==> config.mk <==
export PLATFORM = sky130hd
export DESIGN_NAME = parallel_port_interface_mode1_flat
export DESIGN_NICKNAME = d
export VERILOG_FILES = /design/src/hw/rtl/ppim1_pkg.sv /design/src/hw/rtl/ppim1_in_if.sv /design/src/hw/rtl/ppim1_out_if.sv /design/src/hw/rtl/ppim1_core.sv /design/src/hw/rtl/parallel_port_interface_mode1.sv /design/src/flat_wrapper.sv
export SDC_FILE = /design/constraint.sdc
export NUM_CORES = 1
export LEC_CHECK = 0
export BUFFER_PORTS_ARGS = -buffer_cell sky130_fd_sc_hd__buf_2
export CAP_MARGIN = 40
export CORE_MARGIN = 2
export CORE_UTILIZATION = 55
export CTS_CLUSTER_SIZE = 40
export DETAILED_ROUTE_END_ITERATION = 16
export PLACE_DENSITY = 0.77
export SETUP_SLACK_MARGIN = 0.3
export SYNTH_ARGS = -nofsm -noshare
export SYNTH_HDL_FRONTEND = slang
export SYNTH_SLANG_ARGS = --single-unit
==> constraint.sdc <==
create_clock -name clk -period 4.35 [get_ports clk]
set_input_delay 1.0875 -clock clk [delete_from_list [all_inputs] [get_ports clk]]
set_output_delay 1.0875 -clock clk [all_outputs]
set_load 0.05 [all_outputs]
==> src/hw/rtl/ppim1_pkg.sv <==
`default_nettype none
package ppim1_pkg;

  typedef enum logic [1:0] {
    CMD_READ   = 2'd0,
    CMD_WRITE  = 2'd1,
    CMD_STROBE = 2'd2,
    CMD_NONE   = 2'd3
  } cmd_t;

  typedef enum logic [1:0] {
    REG_PORT_A  = 2'd0,
    REG_PORT_B  = 2'd1,
    REG_PORT_C  = 2'd2,
    REG_CONTROL = 2'd3
  } reg_t;

  localparam logic [6:0] MODE_FIELD_MASK = 7'h70;
  localparam logic [6:0] MODE1_INPUT     = 7'h30;
  localparam logic [7:0] HANDSHAKE_KEEP  = 8'hC7;
  localparam logic [7:0] PC_IBF          = 8'h20;
  localparam logic [7:0] PC_INTE         = 8'h10;
  localparam logic [7:0] PC_INTR         = 8'h08;

  // Mode word bits that turn a port (or port C nibble) into an input
  localparam int unsigned MODE_A_IN    = 4;
  localparam int unsigned MODE_C_HI_IN = 3;
  localparam int unsigned MODE_B_IN    = 1;
  localparam int unsigned MODE_C_LO_IN = 0;

  // Control write: bit 7 selects mode set, else single-bit set/reset of port C
  localparam int unsigned CTRL_MODE_SET = 7;

  typedef struct packed {
    logic [1:0] cmd;
    logic [1:0] reg_index;
    logic [7:0] data_value;
    logic [7:0] pin_a;
    logic [7:0] pin_b;
    logic [7:0] pin_c;
  } item_t;

  typedef struct packed {
    logic [7:0] read_data;
    logic [7:0] drive_a;
    logic [7:0] drive_b;
    logic [7:0] drive_c;
  } result_t;

  function automatic logic mode1_input(input logic [6:0] mode);
    return (mode & MODE_FIELD_MASK) == MODE1_INPUT;
  endfunction

  // Port C as seen on the pins: handshake bits replace latch bits in mode 1 input
  function automatic logic [7:0] port_c_effective(input logic [7:0] c_latch,
                                                  input logic [6:0] mode,
                                                  input logic       ibf);
    logic [7:0] v;
    v = c_latch;
    if (mode1_input(mode)) begin
      v = v & HANDSHAKE_KEEP;
      if (ibf) begin
        v = v | PC_IBF;
        if ((c_latch & PC_INTE) != 8'h00) begin
          v = v | PC_INTR;
        end
      end
    end
    return v;
  endfunction

endpackage
`default_nettype wire

==> src/hw/rtl/ppim1_in_if.sv <==
`default_nettype none
interface ppim1_in_if;
  logic       valid;
  logic       ready;
  logic [1:0] cmd;
  logic [1:0] reg_index;
  logic [7:0] data_value;
  logic [7:0] pin_a;
  logic [7:0] pin_b;
  logic [7:0] pin_c;

  modport source (output valid, output cmd, output reg_index, output data_value,
                  output pin_a, output pin_b, output pin_c, input ready);
  modport sink (input valid, input cmd, input reg_index, input data_value,
                input pin_a, input pin_b, input pin_c, output ready);
endinterface
`default_nettype wire

==> src/hw/rtl/ppim1_out_if.sv <==
`default_nettype none
interface ppim1_out_if;
  logic       valid;
  logic       ready;
  logic [7:0] read_data;
  logic [7:0] drive_a;
  logic [7:0] drive_b;
  logic [7:0] drive_c;

  modport source (output valid, output read_data, output drive_a, output drive_b,
                  output drive_c, input ready);
  modport sink (input valid, input read_data, input drive_a, input drive_b,
                input drive_c, output ready);
endinterface
`default_nettype wire

==> src/hw/rtl/ppim1_core.sv <==
`default_nettype none
module ppim1_core (
  input  logic              clk,
  input  logic              rst,
  input  logic              accept,
  input  ppim1_pkg::item_t  item,
  output ppim1_pkg::result_t result
);

  logic [7:0] a_latch, a_latch_next;
  logic [7:0] b_latch, b_latch_next;
  logic [7:0] c_latch, c_latch_next;
  logic [6:0] mode, mode_next;
  logic       ibf, ibf_next;
  logic [7:0] strobed, strobed_next;

  logic [7:0] c_eff;
  logic [7:0] c_bit;
  logic [7:0] read_data;

  assign c_eff = ppim1_pkg::port_c_effective(c_latch, mode, ibf);
  assign c_bit = 8'h01 << item.data_value[3:1];

  always_comb begin
    a_latch_next = a_latch;
    b_latch_next = b_latch;
    c_latch_next = c_latch;
    mode_next    = mode;
    ibf_next     = ibf;
    strobed_next = strobed;
    read_data    = 8'h00;

    case (item.cmd)
      ppim1_pkg::CMD_READ: begin
        case (item.reg_index)
          ppim1_pkg::REG_PORT_A: begin
            ibf_next = 1'b0;
            if (ppim1_pkg::mode1_input(mode)) begin
              read_data = strobed;
            end else if (mode[ppim1_pkg::MODE_A_IN]) begin
              read_data = item.pin_a;
            end else begin
              read_data = a_latch;
            end
          end
          ppim1_pkg::REG_PORT_B: begin
            read_data = mode[ppim1_pkg::MODE_B_IN] ? item.pin_b : b_latch;
          end
          ppim1_pkg::REG_PORT_C: begin
            read_data[7:4] = mode[ppim1_pkg::MODE_C_HI_IN] ? item.pin_c[7:4] : c_eff[7:4];
            read_data[3:0] = mode[ppim1_pkg::MODE_C_LO_IN] ? item.pin_c[3:0] : c_eff[3:0];
          end
          default: begin
            read_data = {1'b0, mode};
          end
        endcase
      end
      ppim1_pkg::CMD_WRITE: begin
        case (item.reg_index)
          ppim1_pkg::REG_PORT_A: a_latch_next = item.data_value;
          ppim1_pkg::REG_PORT_B: b_latch_next = item.data_value;
          ppim1_pkg::REG_PORT_C: c_latch_next = item.data_value;
          default: begin
            if (item.data_value[ppim1_pkg::CTRL_MODE_SET]) begin
              mode_next = item.data_value[6:0];
            end else if (item.data_value[0]) begin
              c_latch_next = c_latch | c_bit;
            end else begin
              c_latch_next = c_latch & ~c_bit;
            end
          end
        endcase
      end
      ppim1_pkg::CMD_STROBE: begin
        ibf_next     = 1'b1;
        strobed_next = item.data_value;
      end
      default: begin
      end
    endcase

    result.read_data = read_data;
    result.drive_a   = a_latch_next;
    result.drive_b   = b_latch_next;
    result.drive_c   = ppim1_pkg::port_c_effective(c_latch_next, mode_next, ibf_next);
  end

  always_ff @(posedge clk) begin
    if (rst) begin
      a_latch <= 8'h00;
      b_latch <= 8'h00;
      c_latch <= 8'h00;
      mode    <= 7'h00;
      ibf     <= 1'b0;
      strobed <= 8'h00;
    end else if (accept) begin
      a_latch <= a_latch_next;
      b_latch <= b_latch_next;
      c_latch <= c_latch_next;
      mode    <= mode_next;
      ibf     <= ibf_next;
      strobed <= strobed_next;
    end
  end

`ifndef SYNTH
  a_strobe_sets_ibf: assert property (@(posedge clk) disable iff (rst)
    (accept && item.cmd == ppim1_pkg::CMD_STROBE) |=> (ibf && strobed == $past(item.data_value)))
    else $error("strobe did not set buffer-full");

  a_read_a_clears_ibf: assert property (@(posedge clk) disable iff (rst)
    (accept && item.cmd == ppim1_pkg::CMD_READ && item.reg_index == ppim1_pkg::REG_PORT_A)
    |=> !ibf)
    else $error("port A read left buffer-full set");

  a_mode_set: assert property (@(posedge clk) disable iff (rst)
    (accept && item.cmd == ppim1_pkg::CMD_WRITE && item.reg_index == ppim1_pkg::REG_CONTROL
     && item.data_value[ppim1_pkg::CTRL_MODE_SET])
    |=> (mode == $past(item.data_value[6:0]) && c_latch == $past(c_latch)))
    else $error("mode set wrong or disturbed port C latch");
`endif

endmodule
`default_nettype wire

==> src/hw/rtl/parallel_port_interface_mode1.sv <==
`default_nettype none
// Parallel port interface with ports A, B, C and a control register. Every item
// (bus read, bus write, or port A strobe) is handled as it is accepted: the register
// file updates at the accepting edge and the result lands in an output register,
// so one item per cycle is sustained while results are taken. A two-entry
// output stage (result register plus skid register) lets the input keep accepting
// while a result waits; ready drops only when both entries are full. Port A
// mode 1 input handshake drives port C bits 5 (buffer full) and 3 (interrupt).
module parallel_port_interface_mode1 (
  input logic         clk,
  input logic         rst,
  ppim1_in_if.sink    items,
  ppim1_out_if.source results
);

  ppim1_pkg::item_t   item;
  ppim1_pkg::result_t step_result;
  ppim1_pkg::result_t main_data;
  ppim1_pkg::result_t skid_data;
  logic               main_valid;
  logic               skid_valid;
  logic               accept;
  logic               take;

  assign item.cmd        = items.cmd;
  assign item.reg_index  = items.reg_index;
  assign item.data_value = items.data_value;
  assign item.pin_a      = items.pin_a;
  assign item.pin_b      = items.pin_b;
  assign item.pin_c      = items.pin_c;

  assign items.ready = !skid_valid;
  assign accept      = items.valid && !skid_valid;
  assign take        = main_valid && results.ready;

  ppim1_core u_core (
    .clk    (clk),
    .rst    (rst),
    .accept (accept),
    .item   (item),
    .result (step_result)
  );

  always_ff @(posedge clk) begin
    if (rst) begin
      main_valid <= 1'b0;
      skid_valid <= 1'b0;
    end else if (skid_valid) begin
      // drain skid into the result register once it is taken
      if (take) begin
        main_valid <= 1'b1;
        skid_valid <= 1'b0;
      end
    end else if (accept) begin
      if (!main_valid || take) begin
        main_valid <= 1'b1;
      end else begin
        skid_valid <= 1'b1;
      end
    end else if (take) begin
      main_valid <= 1'b0;
    end
  end

  always_ff @(posedge clk) begin
    if (skid_valid) begin
      if (take) begin
        main_data <= skid_data;
      end
    end else if (accept) begin
      if (!main_valid || take) begin
        main_data <= step_result;
      end else begin
        skid_data <= step_result;
      end
    end
  end

  assign results.valid     = main_valid;
  assign results.read_data = main_data.read_data;
  assign results.drive_a   = main_data.drive_a;
  assign results.drive_b   = main_data.drive_b;
  assign results.drive_c   = main_data.drive_c;

`ifndef SYNTH
  a_skid_needs_main: assert property (@(posedge clk) disable iff (rst)
    skid_valid |-> main_valid)
    else $error("skid entry held without a result entry");

  a_skid_drains: assert property (@(posedge clk) disable iff (rst)
    (skid_valid && results.ready) |=> (main_valid && !skid_valid))
    else $error("skid entry not moved forward after take");

  a_accept_lands: assert property (@(posedge clk) disable iff (rst)
    (accept && !main_valid) |=> (main_valid && main_data == $past(step_result)))
    else $error("accepted item did not reach the result register");
`endif

endmodule
`default_nettype wire

==> src/flat_wrapper.sv <==
// flat-port wrapper written by rule: the top's interface ports become plain ports
module parallel_port_interface_mode1_flat 
  (clk, rst, items_valid, items_cmd, items_reg_index, items_data_value, items_pin_a, items_pin_b, items_pin_c, items_ready, results_valid, results_read_data, results_drive_a, results_drive_b, results_drive_c, results_ready);
  ppim1_in_if items_i ();
  ppim1_out_if results_i ();
  input logic clk;
  input logic rst;
  input wire logic [$bits(items_i.valid)-1:0] items_valid;
  input wire logic [$bits(items_i.cmd)-1:0] items_cmd;
  input wire logic [$bits(items_i.reg_index)-1:0] items_reg_index;
  input wire logic [$bits(items_i.data_value)-1:0] items_data_value;
  input wire logic [$bits(items_i.pin_a)-1:0] items_pin_a;
  input wire logic [$bits(items_i.pin_b)-1:0] items_pin_b;
  input wire logic [$bits(items_i.pin_c)-1:0] items_pin_c;
  output wire logic [$bits(items_i.ready)-1:0] items_ready;
  output wire logic [$bits(results_i.valid)-1:0] results_valid;
  output wire logic [$bits(results_i.read_data)-1:0] results_read_data;
  output wire logic [$bits(results_i.drive_a)-1:0] results_drive_a;
  output wire logic [$bits(results_i.drive_b)-1:0] results_drive_b;
  output wire logic [$bits(results_i.drive_c)-1:0] results_drive_c;
  input wire logic [$bits(results_i.ready)-1:0] results_ready;
  assign items_i.valid = items_valid;
  assign items_i.cmd = items_cmd;
  assign items_i.reg_index = items_reg_index;
  assign items_i.data_value = items_data_value;
  assign items_i.pin_a = items_pin_a;
  assign items_i.pin_b = items_pin_b;
  assign items_i.pin_c = items_pin_c;
  assign items_ready = items_i.ready;
  assign results_valid = results_i.valid;
  assign results_read_data = results_i.read_data;
  assign results_drive_a = results_i.drive_a;
  assign results_drive_b = results_i.drive_b;
  assign results_drive_c = results_i.drive_c;
  assign results_i.ready = results_ready;
  parallel_port_interface_mode1 u_core (.clk(clk), .rst(rst), .items(items_i), .results(results_i));
endmodule
==> Word-level counts from Yosys, hierarchy flattened <==
Cells that the tools add are included.
{ "word_totals": {"regBits": 106, "input_bits": 40, "word_cells": 88, "out_inout_bits": 34} }
{ "classes": {"reduce_logical": 17, "eq_ne": 8, "n_shift": 1, "bitwise_logic": 6, "mux": 39} }
{ "ops": {"columns": ["op", "count"], "rows": [
  ["$mux W32", 4],
  ["$mux W8", 11],
  ["$mux W6", 4],
  ["$pmux W8 S3", 1],
  ["$mux W7", 3],
  ["$mux W4", 4],
  ["$pmux W8 S2", 1],
  ["$mux W1", 10],
  ["$reduce_and A3 Y1", 3],
  ["$and A8 B8 Y8", 1],
  ["$not A8 Y8", 1],
  ["$or A8 B8 Y8", 1],
  ["$shl A1 B3 Y8 const A", 1],
  ["$eq A3 B2 Y1 const B", 2],
  ["$reduce_bool A2 Y1", 3],
  ["$eq A2 B1 Y1 const B", 2],
  ["$eq A2 B2 Y1 const B", 2],
  ["$logic_not A2 Y1", 2],
  ["$reduce_and A4 Y1", 1],
  ["$ne A3 B1 Y1 const B", 1],
  ["$not A1 Y1", 3],
  ["$reduce_or A3 Y1", 1],
  ["$logic_and A1 B1 Y1", 2],
  ["$logic_not A1 Y1", 2],
  ["other kinds (5)", 5]
]} }

==> Logic depth before layout (Yosys ltp) <==
Gate-level depths: netlist of the first run.
{ "logic_depth": {"word_depth": 13, "ltp_mapped": 7, "depth_no_buf": 5} }

==> Modules after synthesis <==
Synthesis of the first run repeated with hierarchy kept, for this count alone.
{ "unflattened": {"cells_unflattened": 480, "area_unflattened_um2": 5382.7} }
{ "by_module_without_submodules": {"columns": ["module", "n_inst", "area_per_inst_um2", "cells_per_inst", "seq_area_each_um2"], "rows": [
  ["ppim1_core", 1, 2837.7, 366, 800.8],
  ["parallel_port_interface_mode1", 1, 2544.9, 114, 1961.9]
]} }

==> Worst setup path after synthesis of the first run <==
No wires, ideal clock.
{ "synth_timing": {"path_kind": "in2reg", "from": "input items_valid", "to": "register u_core.main_data, in the netlist u_core.results.drive_a[0], enable pin", "path_stages": 5, "t_arrival_ns": 3.370, "path_buffers": 2, "setup_time_ns": 0.432, "required_time_ns": 3.918, "setup_slack_ns": 0.548, "path_cell_list": "nor2b_1 > clkbuf_1 > clkbuf_1 > a21oi_1 > a21oi_1"} }
{ "synth_via": {"elab_chain_len": 3} }
{ "synth_lines": {"columns": ["item", "line", "source"], "rows": [
  ["start, declared", "flat_wrapper.sv:8", "input wire logic [$bits(items_i.valid)-1:0] items_valid;"],
  ["$logic_and A1 B1 Y1", "parallel_port_interface_mode1.sv:33", "assign accept = items.valid && !skid_valid;"],
  ["$reduce_bool A2 Y1 (no line)", null, null],
  ["$reduce_and A3 Y1 (no line)", null, null],
  ["end signal, assigned", "parallel_port_interface_mode1.sv:68", "main_data <= skid_data;"],
  ["end signal, assigned", "parallel_port_interface_mode1.sv:72", "main_data <= step_result;"],
  ["end, declared", "parallel_port_interface_mode1.sv:18", "ppim1_pkg::result_t main_data;"]
]} }
No other way between the ends.
A chain may end at the register's enable or synchronous reset.

==> Final worst setup path of the first run <==
{ "layout_timing": {"from": "register u_core.skid_valid", "to": "output items_ready"} }
{ "layout_via": {"elab_chain_len": 1} }
{ "layout_lines": {"columns": ["item", "line", "source"], "rows": [
  ["start, declared", "parallel_port_interface_mode1.sv:21", "logic skid_valid;"],
  ["start signal, assigned", "parallel_port_interface_mode1.sv:47", "skid_valid <= 1'b0;"],
  ["start signal, assigned", "parallel_port_interface_mode1.sv:52", "skid_valid <= 1'b0;"],
  ["start signal, assigned", "parallel_port_interface_mode1.sv:58", "skid_valid <= 1'b1;"],
  ["$logic_not A1 Y1", "parallel_port_interface_mode1.sv:32", "assign items.ready = !skid_valid;"],
  ["end, declared", "flat_wrapper.sv:15", "output wire logic [$bits(items_i.ready)-1:0] items_ready;"]
]} }
No other way between the ends.

==> metrics.md, run 1 <==
| Metric | Value |
|---|---|
| EDFF count, synth | 64 |
| Final WL | 12.8 mm |
| Pre-antenna DRT Iters | 5 |
| Die Height | 101 µm |
| Top cell type's share of synthesized area | 37.5% |
| Pins over their slew limit | 0 |
| PwrDens | around 350 nW/µm² |
| Total CTS buffers | 9 |
| R2R setup slack | 1680 ps |
| Global Route Usage Sum | 26.5% |
| Synthesis Warnings | 0 |
| Layout cells sized above 1 | about 27% |
| Leading area contributor after synthesis | edfxtp_1 |
| Syn nets | 523 |
| Top post-synthesis cells by area | edfxtp_1 38%, dfxtp_1 16%, mux2_2 9.5% |
| Worst Max-Slew Pin Slew | 827 ps |
| Max Cap Viol | 0 |
| Mapped Avg Cell Area | 10.6 µm² |
| Drt via density | 6.09 |
| Initial DRC count | 340 |
| Sequential cell area fraction in the yosys report | 53.9% |
| Fmax | 0.329 GHz |
| Buffers added on ports | 73 |
| Placer congestion estimate | ~1 |
| Synthesized instance count | 483 |
| Initial Utilization | 56.0% |
| Critical Path End Type | output port |
| First-pass GRT wire length | 20.3 mm |
| Final core utilization | 62.5% |
| Fin Setup TNS | 0 ps |
| Max reg flops | 32 |
| Mapped cell area | 5120 µm² |
| Fin nets | between 500 and 600 |
| # DRC | 0 |
| DIE AREA | between 10000 and 15000 µm² |
| Crit-path max FO | 27 |
| Clk pin slew, worst setup/hold paths | 110 ps |
| Vias in the first global route | 3777 |
| Crit start category | flop |
| Fin crit share | between 60% and 70% |
| Clock buffer depth | 2 |
| Main synth FF type | edfxtp_1 |
| Multi-input logic area | ~2200 µm² |
| H-Tree Depth | 3 |
| Final setup viols | 0 |
| Die W | 101 µm |
| # rows | 35 |
| Min cycle time layout | 3040 ps |
| Hold bufs inserted after CTS | 0 |
| Worst Path Arrival | 1950 ps |
| Clock skew | approximately 13 ps |
| Initial antenna violation count | 0 |
| Leakage | 2.20 nW |
| Root Buffer | clkbuf_8 |
| Grt total ovfl | 0 |
| Post-CTS Setup Inserts | 0 |
| CTS resizes | 0 |
| Hold Vio Cnt, Final | 0 |
| Min-delay worst type | flop to flop |
| Ant. Diodes | 0 |
| Clk sinks | 106 |
| Area Growth Syn to Fin | 11.6% |
| Fill count | 758 |
| Worst VDD drop | 0.000160 V |
| Biggest register | u_core.skid_data |
| Register Area | about 2800 µm² |
| Async S/R FF share, synth | 0% |
| Slew HR | 44.9% |
| Dpl hpwl | 8.85 mm |
| CTS tree | done |
| Clock Latency Late Sink | around 380 ps |
| Wirelength per Cell | 19.7 µm |
| Status | finished, final reports clean |
| CP required | 3260 ps |
| Crit path kind | flop to output port |
| Synth cell types | 52 |
| #FFs+latches synth | roughly 110 |
| IO Pins | 74 |
| Routed via count | 3978 |
| ANT nets after route | 0 |
| Core area | 9150 µm² |
| Largest net degree at the start of global routing | 44 |
| RSZ-0062 raised after global routing | no |
==> through the flow <==
step / hold slack [ps] / cell area (µm²) / instances / power (mW) / setup WS (ps)
detailed placement: 446 / 5530 / 636 / 1.45 / 1180
global route: 473 / 5720 / 653 / 2.08 / 1140
global placement: 441 / 5510 / 635 / 1.44 / 1220
CTS: 460 / 5710 / 652 / 2.02 / 1290
finish: 459 / 5720 / 653 / 2.01 / 1310
floorplan: 434 / 5120 / 483 / 1.36 / 548
==> synthesized netlist by cell type (all sizes together) (2+ instances only) <==
library cell  instances
edfxtp               64
nor4bb                2
nor3                  8
nor2                 37
nand2                55
a22oi                 2
o2bb2ai               2
nor4b                 2
and3                  3
nor2b                 7
dfxtp                42
nand2b                6
a31oi                 2
buf                  11
o221ai                3
inv                  13
o21a                  5
o31ai                 8
o22ai                 4
mux2i                24
a21oi                47
nand3                19
mux2                 44
a211o                 2
o21ai                24
a211oi                8
clkbuf               23
nand3b                2
==> power breakdown <==
part | leakage (nW) | internal (mW) | switching [mW] | total, mW
clock | 0.0886 | 0.217 | 0.361 | 0.578
combinational | 1.13 | 0.0832 | 0.224 | 0.307
sequential | 0.980 | 1.11 | 0.0193 | 1.13
==> worst paths after layout <==
| kind | end | cells after the start | start |
|---|---|---|---|
| worst max-delay path | items_ready | 2 | u_core.skid_valid$_SDFF_PP0_ |
| worst min-delay path | u_core.u_core.strobed[7]$_SDFFE_PP0P_ | 2 | u_core.u_core.strobed[7]$_SDFFE_PP0P_ |
| worst max register to register | u_core.u_core.mode[6]$_SDFFE_PP0P_ | 5 | u_core.skid_valid$_SDFF_PP0_ |
| worst min register to register | u_core.u_core.strobed[7]$_SDFFE_PP0P_ | 2 | u_core.u_core.strobed[7]$_SDFFE_PP0P_ |
==> final cells by class <==
cell class / count / area share [%]
sequential: 106 / 48.3
multi-input combinational: 330 / 38.1
timing repair buffer: 77 / 7.09
tap: 111 / 2.43
clock buffer: 9 / 2.17
clock inverter: 7 / 1.01
inverter: 13 / 0.854
==> per-layer routing <==
| metal | wire [µm] | part of all wire, % | global-route usage [%] | vias to the layer above |
|---|---|---|---|---|
| met3 | 895 | 7.0 | 5.20 | 27 |
| met4 | 331 | 2.6 | 9.80 | 0 |
| met1 | 5620 | 44 | 38.1 | 1898 |
| li1 | - | - | - | 1872 |
| met2 | 6000 | 47 | 40.1 | 181 |
| met5 | 0 | 0 | 0 | - |
==> logic make-up after synthesis <==
kind of cell	after synthesis	share of synthesized area (%)
and+or+nand+nor	148	14.2
AOI/OAI and AO/OA	114	13.8
DFF	106	53.9
muxes	68	14.4
buffers and inverters	47	3.76
==> placed cells by master (no fill, tap or decap), drive strengths merged, types with 2 or more instances in the layout <==
| master | count |
|---|---|
| o22ai | 4 |
| buf | 77 |
| nor2 | 37 |
| mux2 | 44 |
| a211o | 2 |
| inv | 17 |
| nor4bb | 2 |
| nand3b | 2 |
| clkbuf | 9 |
| nor2b | 7 |
| o2bb2ai | 2 |
| nor3 | 8 |
| nor4b | 2 |
| mux2i | 24 |
| o31ai | 8 |
| nand2 | 55 |
| dfxtp | 42 |
| edfxtp | 64 |
| o21ai | 24 |
| nand3 | 19 |
| clkinvlp | 2 |
| a211oi | 8 |
| o21a | 5 |
| a21oi | 47 |
| nand2b | 6 |
| a31oi | 2 |
| and3 | 3 |
| a22oi | 2 |
| o221ai | 3 |
==> worst max-delay path, stage by stage, from the launching register on <==
cell and delay, ps:
dfxtp_1 780, inv_2 450, buf_2 340
Power figures use the tool's default switching activity.
==> run 2: changes to the inputs <==
--- a/config.mk
+++ b/config.mk
@@ -5,6 +5,7 @@
 export SDC_FILE = /design/constraint.sdc
 export NUM_CORES = 1
 export LEC_CHECK = 0
+export ABC_AREA = 1
 export BUFFER_PORTS_ARGS = -buffer_cell sky130_fd_sc_hd__buf_2
 export CAP_MARGIN = 40
 export CORE_MARGIN = 2
==> constraint.sdc (replaced) <==
create_clock -name clk -period 3 [get_ports clk]
set_input_delay 0.75 -clock clk [delete_from_list [all_inputs] [get_ports clk]]
set_output_delay 0.75 -clock clk [all_outputs]
set_load 0.05 [all_outputs]
==> run 2 against run 1 <==
Net effect:
- worst hold slack gained 39 ps
- critical path type is now input port to flop
- largest cell class unchanged
- wire length rose by 6.1%
- final area increased by 0.72%
- clock-buffer cell count is the same
- via count is 14% higher
- first-iteration DRC count increased by 24%
- utilization is 0.75 points higher
- highest routed layer unchanged
==> metrics.md, run 2 <==
| Metric | Value |
|---|---|
| Fin Setup TNS | 0 ps |
| IO Pins | 74 |
| Synthesis Warnings | 0 |
| Crit start category | input port |
| Clock buffer depth | 2 |
| Fmax | 0.458 GHz |
| H-Tree Depth | 3 |
| FF-to-FF path depth | 6 |
| Switching power | between 1 and 1.5 mW |
| Crit path kind | input port to flop |
| Layout cells sized above 1 | 15.6% |
| Max Cap Viol | 0 |
| Die W | 100 µm |
| Routed via count | 4547 |
| Async S/R FF share, synth | 0% |
| Pre-antenna DRT Iters | 6 |
| Leading area contributor after synthesis | edfxtp_1 |
| Mapped cell area | slightly above 5000 µm² |
| Syn nets | 671 |
| CP required | 3250 ps |
| Total CTS buffers | 9 |
| Buffers added on ports | 73 |
| Multi-input logic area | about 1900 µm² |
| Initial antenna violation count | 0 |
| RSZ-0062 raised after global routing | no |
| Top post-synthesis cells by count | 173 x nand2_1, 72 x inv_1, 71 x o21ai_0, 64 x edfxtp_1, 63 x nor2_1 |
| Wirelength per Cell | ~17 µm |
| Top post-synthesis cells by area | edfxtp_1 38%, dfxtp_1 17%, nand2_1 13% |
| Mapped Avg Cell Area | 8.06 µm² |
| Grt total ovfl | 0 |
| Final WL | 13.6 mm |
| Synth cell types | 31 |
| Global Route Usage Sum | 27.9% |
| Clk sinks | 106 |
| Reg power frac | 51.2% |
| Drt via density | 5.61 |
| Worst Path Arrival | about 2400 ps |
| Most frequent cells in the layout | 173 x nand2_1, 73 x buf_2, 72 x inv_1 |
| Largest net degree at the start of global routing | 43 |
| Initial DRC count | 422 |
| CTS tree | done |
| Dpl hpwl | 9.58 mm |
| Leakage | 2.62 nW |
| Placer congestion estimate | approximately 0.95 |
| Fin crit share | 72.8% |
| Biggest register | u_core.skid_data |
| Fin nets | 734 |
| Clock Power Share | 32.1% |
| Die Height | around 100 µm |
| Ant. Diodes | 0 |
| Post-CTS Setup Inserts | 0 |
| Finished Layout Cells | 810 |
| Min-delay worst type | flop to flop |
| Commonest non-fill, non-tap cell in the layout | nand2_1 |
| Area Growth Syn to Fin | 13.2% |
| Crit-path max FO | 16 |
| Sequential cell area fraction in the yosys report | 54.3% |
| Fill count | 806 |
| Hold bufs inserted after CTS | 0 |
| Clk pin slew, worst setup/hold paths | 110 ps |
| Vias in the first global route | between 4000 and 5000 |
| Core area | 9110 µm² |
| Worst Max-Slew Pin Slew | 856 ps |
| # rows | 35 |
| Slew HR | about 43% |
| # DRC | 0 |
| DIE AREA | 10000 µm² |
| CTS resizes | 0 |
| Worst Hold Depth | 2 |
| ANT nets after route | 0 |
| Top cell type's share of synthesized area | 37.8% |
| Synthesized instance count | 631 |
| Final Worst Setup Slack | 817 ps |
| Pins over their slew limit | 0 |
| Clock skew | 14.1 ps |
| Main synth FF type | edfxtp_1 |
| P_int | 2.27 mW |
| Status | finished, final reports clean |
| #FFs+latches synth | 106 |
| Place WS | 504 ps |
| Initial Utilization | about 56% |
| PwrDens | 571 nW/µm² |
| Clock Latency Late Sink | approximately 380 ps |
| Switching Fraction | 30.9% |
| Root Buffer | clkbuf_8 |
| Min cycle time layout | ~2200 ps |
| Worst VDD drop | 0.000265 V |
| Gate power share | 16.7% |
| Hold Vio Cnt, Final | 0 |
| EDFF count, synth | 64 |
| Most frequent cell after synthesis | nand2_1 |
| Final setup viols | 0 |
| Max reg flops | 32 |
| Critical Path End Type | flop |
| Placed cell count | between 700 and 800 |
| First-pass GRT wire length | approximately 21 mm |
| Register Area | 2760 µm² |
==> run 2: cell count changes in the layout (fill, tap and decap cells not counted), moves of 6 or more <==
cell	delta
nor2b_1	-7
a211oi_1	+7
o31ai_1	-7
mux2_2	-43
inv_1	+60
nand2b_1	-6
nand2_1	+118
mux2i_1	-24
o21ai_0	+49
nor2_1	+27
==> run 2: final cells by class <==
class                   count  share of cell area [%]
flip-flops and latches    106                    48.0
multi-input cells         421                    33.2
repair buffers             78                    7.00
inverters                  78                    5.08
well taps                 111                    2.41
clock buffers               9                    2.15
clock inverters             7                    2.13
==> run 2: path summary, 6_finish.rpt <==
path | start | to | slack [ps]
worst max register to register | u_core.u_core.mode[4]$_SDFFE_PP0P_ | u_core.skid_data[24]$_DFFE_PP_ | 870
worst min-delay path | u_core.u_core.mode[3]$_SDFFE_PP0P_ | u_core.u_core.mode[3]$_SDFFE_PP0P_ | 500
worst min register to register | u_core.u_core.mode[3]$_SDFFE_PP0P_ | u_core.u_core.mode[3]$_SDFFE_PP0P_ | 500
worst max-delay path | items_cmd[1] | u_core.results.drive_a[7]$_DFFE_PP_ | 820
==> run 2: logic make-up (layout without fill, tap and decap cells) <==
family	Yosys count	after routing	synth area share, %
AND/OR/NAND/NOR	274	274	21.6
buffers and inverters	104	172	8.31
AO/OA/AOI/OAI	147	147	15.8
flip-flops	106	106	54.3
==> run 2: power by group through the flow <==
stage	logic [mW]	registers [mW]	clock network [mW]
floorplan	0.231	1.86	0
global placement	0.532	1.71	0
detailed placement	0.540	1.72	0
CTS	0.543	1.68	1.06
global route	0.596	1.69	1.10
finish	0.549	1.68	1.06
==> run 2: metrics by stage <==
step	utilization [%]	area, µm²	hold WS, ps	power, mW
after global placement	60.5	5510	476	2.25
after floorplan	-	5100	468	2.10
after global routing	63.2	5760	527	3.39
after detailed placement	60.5	5510	484	2.26
after CTS	63.2	5760	499	3.28
final	63.2	5760	499	3.29
==> run 2: worst max-delay path, stage by stage <==
cell and delay [ps]:
buf_2 110, inv_1 60, nand2_1 90, inv_1 370, nand2_1 440, o21ai_0 440, nand2_1 100, nand2_1 70
==> run 2: layer usage <==
metal  part of all wire (%)  track usage [%]  vias up
met5                      0                0        -
met4                    2.2             8.22        0
met3                    9.4             3.76       34
met2                     44             42.5      249
met1                     44             41.8     2057
li1                       -                -     2207
==> run 3: changes to the inputs <==
==> constraint.sdc (replaced) <==
create_clock -name clk -period 2.1 [get_ports clk]
set_input_delay 0.525 -clock clk [delete_from_list [all_inputs] [get_ports clk]]
set_output_delay 0.525 -clock clk [all_outputs]
set_load 0.05 [all_outputs]
==> run 3 against run 2 <==
Net effect:
- clock skew rose by 1.6 ps
- worst hold slack got worse by 31 ps
- sequential power rose by 43%
- largest cell class unchanged
- largest power group unchanged
- highest routed layer unchanged
==> metrics.md, run 3 (synthesized netlist as in run 2, its figures left out) <==
| Metric | Value |
|---|---|
| Worst path most repeated cell | inv_2 |
| Fin Setup TNS | 0 ps |
| WP buf/inv | 2 |
| Max Cap Viol | 0 |
| Status | finished, final reports clean |
| Final WL | approximately 14 mm |
| # DRC | 0 |
| Grt total ovfl | 0 |
| Worst VDD drop | 0.000367 V |
| Top delay family on crit path | simple AND/OR/NAND/NOR gates |
| Total CTS buffers | 9 |
| Hold Vio Cnt, Final | 0 |
| First-pass GRT wire length | 22.1 mm |
| Core area | 9110 µm² |
| Initial DRC count | 433 |
| Worst path cell trace | inv_2 -> nor2_2 -> nand2_4 -> inv_2 -> o21ai_0 -> nand3_1 -> and2_1 |
| Critical path's largest stage delay | 340 ps |
| Routed via count | 4669 |
| Largest net degree at the start of global routing | 44 |
| RSZ-0062 raised after global routing | no |
| Clock Latency Late Sink | 390 ps |
| Placer congestion estimate | 1.04 |
| Drt via density | 5.66 |
| Clk sinks | 106 |
| Max reg flops | 32 |
| Final instance area | 5910 µm² |
| Vias in the first global route | between 4000 and 5000 |
| Initial Utilization | 55.8% |
| Critical Path End Type | flop |
| Buffers added on ports | 73 |
| Die W | 100 µm |
| Layout cells sized above 1 | between 15 and 20% |
| Clock skew | 15.7 ps |
| Die Height | 100 µm |
| Dpl hpwl | slightly above 10 mm |
| Global Route Usage Sum | 28.9% |
| IO Pins | 74 |
| Final setup viols | 0 |
| Clock buffer depth | 2 |
| CP required | 2250 ps |
| Initial antenna violation count | 0 |
| Crit-path max FO | 15 |
| ANT nets after route | 0 |
| Area Growth Syn to Fin | 16.2% |
| Pre-antenna DRT Iters | 6 |
| Worst Path Arrival | 1880 ps |
| Crit start category | flop |
| Worst Max-Slew Pin Slew | approximately 600 ps |
| PwrDens | 769 nW/µm² |
| Final core utilization | 64.9% |
| Root Buffer | clkbuf_8 |
| Fmax | around 0.58 GHz |
| Wirelength per Cell | 17.1 µm |
| Min cycle time layout | 1740 ps |
| HP Start | results_ready |
| FF-to-FF Start | u_core.u_core.mode[4]$_SDFFE_PP0P_ |
| Pins over their slew limit | 0 |
| Most frequent cells in the layout | 173 x nand2_1, 72 x inv_1, 72 x buf_2 |
| H-Tree Depth | 3 |
| Post-CTS Setup Inserts | 0 |
| Slew HR | between 60% and 70% |
| Min-delay worst type | input port to flop |
| DP Area | approximately 5700 µm² |
| Fin crit share | between 80% and 90% |
| Ant. Diodes | 0 |
| Fin nets | ~750 |
| # rows | 35 |
| DIE AREA | 10000 µm² |
| Biggest register | u_core.skid_data |
| CTS tree | done |
| Crit path from | u_core.u_core.mode[4]$_SDFFE_PP0P_ |
| Clk pin slew, worst setup/hold paths | 120 ps |
| Crit path kind | flop to flop |
| Commonest non-fill, non-tap cell in the layout | nand2_1 |
| Leakage | ~2.7 nW |
| Slowest-stage cell, CP | dfxtp_1 |
-- run 3: layout make-up --
class	count	area (µm²)
timing repair buffer	93	543
tap	111	139
sequential	106	2760
clock inverter	7	88.8
fill	816	3200
inverter	78	303
clock buffer	9	124
multi-input combinational	421	1950
-- run 3: routing by layer --
layer  routed length (µm)  vias to the layer above  track usage, %
met5                    0                        -               0
met4                  337                        0            9.38
met3                 1530                       31            6.48
met2                 6200                      270            41.3
met1                 6080                     2137            43.6
li1                     -                     2231               -
-- run 3: metrics by stage --
step                      instances  setup WS, ps  hold slack [ps]  total power, mW
after global routing            825           315              486             4.70
final                           825           365              468             4.54
after detailed placement        809          51.0              485             3.26
after global placement          809          67.6              475             3.24
after floorplan                 631           184              468             3.00
after CTS                       825           319              459             4.55
-- run 3: final timing paths --
path	end	slack, ps	cells past startpoint
hold reg to reg	u_core.u_core.mode[3]$_SDFFE_PP0P_	500	2
setup / recovery	u_core.skid_data[27]$_DFFE_PP_	360	7
setup reg to reg	u_core.skid_data[27]$_DFFE_PP_	360	7
hold / removal	u_core.results.valid$_SDFFE_PP0P_	470	4
-- run 3: worst min-delay path: cells and delay by family --
kind / cells / cell delay, ps
buffers and inverters: 1 / 110
and+or+nand+nor: 3 / 190
-- run 3: power breakdown --
group          switching, mW  total (mW)  internal [mW]
combinational          0.613       0.827          0.214
clock                  0.828        1.31          0.484
sequential            0.0528        2.40           2.35
-- run 3: repair_timing --
action,4_1_cts,5_1_grt
endpoints found under the hold margin,0,0
setup endpoints to repair,0,23
resized for setup,0,8
hold buffers,0,0
